File: src/design/brp_pkg.sv
// shared types and codes of the byte ring packetizer
// depends on nothing
`timescale 1ns / 1ps

package brp_pkg;

  localparam logic OP_PUSH  = 1'b0;
  localparam logic OP_DRAIN = 1'b1;

  typedef enum logic [1:0] {
    KIND_PUSH   = 2'd0,
    KIND_PACKET = 2'd1,
    KIND_BUSY   = 2'd2,
    KIND_EMPTY  = 2'd3
  } kind_t;

  typedef enum logic {
    ST_IDLE  = 1'b0,
    ST_DRAIN = 1'b1
  } state_t;

  typedef struct packed {
    kind_t        kind;
    logic [7:0]   packet_byte;
    logic         last;
    logic         accepted;
    logic [11:0]  free_slots;
    logic [31:0]  drop_count;
  } result_t;

endpackage

File: src/design/brp_obuf.sv
// two-entry result buffer between the ring datapath and the output channel
// depends on brp_pkg
`timescale 1ns / 1ps

module brp_obuf (
  input  logic             clk,
  input  logic             rst_n,
  input  logic             push,
  input  brp_pkg::result_t push_res,
  input  logic             pop,
  output logic             head_valid,
  output brp_pkg::result_t head_res,
  output logic [1:0]       count
);

  brp_pkg::result_t slot_r [2];
  logic             wptr_r, wptr_nxt;
  logic             rptr_r, rptr_nxt;
  logic [1:0]       cnt_r, cnt_nxt;

  always_comb begin
    wptr_nxt = push ? ~wptr_r : wptr_r;
    rptr_nxt = pop  ? ~rptr_r : rptr_r;
    cnt_nxt  = cnt_r + 2'(push) - 2'(pop);
  end

  always_ff @(posedge clk) begin
    if (!rst_n) begin
      wptr_r <= 1'b0;
      rptr_r <= 1'b0;
      cnt_r  <= 2'd0;
    end else begin
      wptr_r <= wptr_nxt;
      rptr_r <= rptr_nxt;
      cnt_r  <= cnt_nxt;
    end
  end

  always_ff @(posedge clk) begin
    if (push) begin
      slot_r[wptr_r] <= push_res;
    end
  end

  assign head_valid = (cnt_r != 2'd0);
  assign head_res   = slot_r[rptr_r];
  assign count      = cnt_r;

endmodule

File: config.mk
export PLATFORM = sky130hd
export DESIGN_NAME = brp_obuf
export DESIGN_NICKNAME = d
export VERILOG_FILES = /design/src/design/brp_pkg.sv /design/src/design/brp_obuf.sv
export SDC_FILE = /design/constraint.sdc
export NUM_CORES = 1
export LEC_CHECK = 0
export BUFFER_PORTS_ARGS = -buffer_cell sky130_fd_sc_hd__buf_4
export CAP_MARGIN = 10
export CORE_MARGIN = 1.5
export CORE_UTILIZATION = 47
export CTS_CLUSTER_SIZE = 14
export DETAILED_ROUTE_END_ITERATION = 10
export GPL_TIMING_DRIVEN = 0
export PLACE_DENSITY = 0.85
export SYNTH_ARGS = -nofsm -noshare
export SYNTH_HDL_FRONTEND = slang
export SYNTH_SLANG_ARGS = --single-unit
File: constraint.sdc
create_clock -name clk -period 3.8 [get_ports clk]
set_input_delay 0.76 -clock clk [delete_from_list [all_inputs] [get_ports clk]]
set_output_delay 0.76 -clock clk [all_outputs]
set_load 0.02 [all_outputs]
==> results.md <==
* Status: complete, no violations
* Req. time, crit path at 3.04 ns
* Count of cells along the worst register-to-register path at 2
* R2R Path End: slot_r[0][26]
* Number of DRC markers after the initial detailed-route iteration at 49
* Cell Count Post-Placement at 425
* Total number of vias at 2196
* Power density of the placed cells at 563 nW/um^2
* Cell chosen for the clock root: clkbuf_8
* Type of the worst min-delay path: in2reg
* Largest clock skew in the final design at 0.00882 ns
* Post-Layout Inst Area at 6050 sq um
* Post-synthesis cell type count at 14
* Non-filler cells in the finished layout at 457
* Maximum buffer depth of the clock tree at 2
* Via density per instance at 4.81
* Total GRT Usage at 15.0%
* Post-Syn Instances at 194
* FF-to-FF setup slack at 2.18 ns
* Number of max-capacitance violations reported at 0
* Clock slew seen by the registers of the worst setup and hold paths at 0.06 ns
* Number of placement rows at 35
* Total iterations of the first detailed-routing run at 6
* TritonCTS clock tree: done
* First-pass GRT wire length at 11.0 mm
* Startpoint of the most critical register-to-register path: wptr_r
* Via count of the first global-routing pass at 2329
* Post-DP HPWL at 4.83 mm
* Growth of design area from synthesis to finish at 36.6%
* Count of synthesis-stage warnings from yosys at 0
* Top-Level Pins at 119
* Hold Violations, Final at 0
* Number of antenna-violating nets in the routed design at 0
* Cell area after placement at 5500 sq um
* RSZ-0062 raised after global routing: no
* Hold Buf Count CTS at 0
* Destination of the worst hold path: slot_r[1][53]
* Initial Utilization at 48.1%
* Setup total negative slack at 0 ns
* Synthesized netlist net count at 256
* Type of destination of the critical path: output pin
* Net switching share of the total power at 23.5%
* Period minus WS final at 2.43 ns
* Number of failing setup endpoints in the final timing report at 0
* Crit Path Max Fanout at 10
* Hold_ws at 0.448 ns
* Psw at 0.800 mW
* Sequential area share after synthesis at 78.2%
* Overall Power at 3.40 mW
* Most common cell after layout, fill and taps aside: buf_4
* Type of element launching the critical path: flip-flop
* Endpoint arrival time on the critical path at 1.67 ns
* Pre-CTS setup slack at 1.57 ns
* Total inserted antenna cells at 0
* Nets at 395
* Fraction of post-synthesis cell area in the top cell type by area at 76.0%
* Utilization after layout at 65.8%
* Top area cells in the synthesized netlist: edfxtp_1 (76%), mux2_4 (14%), mux2_2 (4.1%)
* Number of antenna violations at the first check in global routing at 0
* Num Clock Sinks at 117
* Final weighted congestion of routability-driven global placement at 0.712
* Clock network fraction of design power at 42.1%
* Number of buffer cells added on primary ports at 118
* Final worst setup slack at 1.37 ns
* Worst Max-Slew Pin Slew at 0.823 ns
* Startpoint-to-endpoint class of the critical path: reg2out
* Maximum number of pins on one net before global-route repair at 33
* Total leakage power at 2.40 nW
* Post-detailed-routing wire length at 7.39 mm
* Core region area at 9200 sq um
* Final Max Tran Viols at 0
* Worst slew margin relative to its limit at 45.0%
* Grt total ovfl at 0
* Die height at 100 um
* Die Footprint at 10000 sq um
* Sequential share of power at 44.4%
* Critical hold path startpoint: push_res[53]
* Internal power component at 2.60 mW
* Share of the clock period used by the worst path after layout at 64.0%
* Post-Syn Area at 4430 sq um
* X dimension of the die at 100 um
* Area leader, netlist: edfxtp_1
* Highest clock rate at 0.411 GHz
* Final routed DRC violation total at 0
* Average footprint of a synthesized cell at 22.8 sq um
* CTS H-tree depth at 4
* Buffer count from post-CTS setup fixing at 0
* Fraction of final layout cells sized beyond drive strength 1 at 62.1%
* Most used cells in the layout excluding fill and tap cells: buf_4 (118), edfxtp_1 (112), mux2_4 (40)
* Clock insertion delay at the later pin of the skew report at 0.49 ns
* CTS buffer count at 17
* Gate power share at 13.5%
* Post-CTS sizing at 0
* Hold Crit Depth at 1
* Number of flip-flops and latches in the synthesized netlist at 117
* Maximum vdd drop at 0.350 mV
* Avg WL per Cell at 16.2 um
worst max-delay path by stage:
stage                         end  slack [ns]
floorplan            slot_r[0][0]        0.06
global placement     slot_r[0][3]       -1.40
detailed placement  slot_r[0][23]        1.57
CTS                  head_res[31]        1.32
global route         head_res[15]        1.28
finish               head_res[39]        1.37
cells by family (layout without fill, tap and decap cells):
group	Yosys count	after routing	synth area share, %
and+or+nand+nor	8	8	1.13
DFF	117	117	78.2
buffers and inverters	8	160	1.55
xor gates and xnor gates	2	2	0.707
AOI/OAI and AO/OA	1	1	0.170
adders and majority gates	2	2	0.565
muxes	56	56	17.6
routing by layer:
layer  share of wire (%)  up-vias  global-route usage [%]  routed length [um]
li1                    -     1039                       -                   -
met1                  40     1071                    16.6                2970
met2                  53       77                    25.6                3890
met3                 5.9        9                    5.57                 437
met4                 1.2        0                    7.15                  87
met5                   0        -                       0                   0
final cells by class:
| class | instances | area (sq um) |
|---|---|---|
| clock inverters | 14 | 129 |
| fillers | 630 | 3150 |
| multi-input cells | 69 | 903 |
| inverters | 2 | 7.51 |
| repair buffers | 120 | 926 |
| plain buffers | 6 | 61.3 |
| flip-flops and latches | 117 | 3460 |
| well taps | 111 | 139 |
| clock buffers | 18 | 418 |
flip-flops by register name, indices dropped and copies added, names as in the netlist, named ones only:
name / cells
slot_r: 112
count: 2
rptr_r: 1
wptr_r: 1
critical path, stage by stage (launching register included):
cell and delay, ns:
dfxtp_1 0.33, buf_6 0.17, buf_6 0.20, mux2_4 0.32, buf_4 0.16
synthesized netlist by cell type (all sizes together):
master	number
xor2	1
inv	2
edfxtp	112
xnor3	1
dfxtp	5
buf	6
and2	4
or2	1
ha	2
nor2b	3
mux2	56
o21a	1
power by group through the flow:
stage	clock (mW)	sequential, mW	combinational, mW
after global placement	0	1.54	0.449
after global routing	1.51	1.52	0.488
after floorplan	0	1.54	0.267
after CTS	1.46	1.51	0.468
after detailed placement	0	1.54	0.467
final	1.43	1.51	0.461
Power figures use the tool's default switching activity.
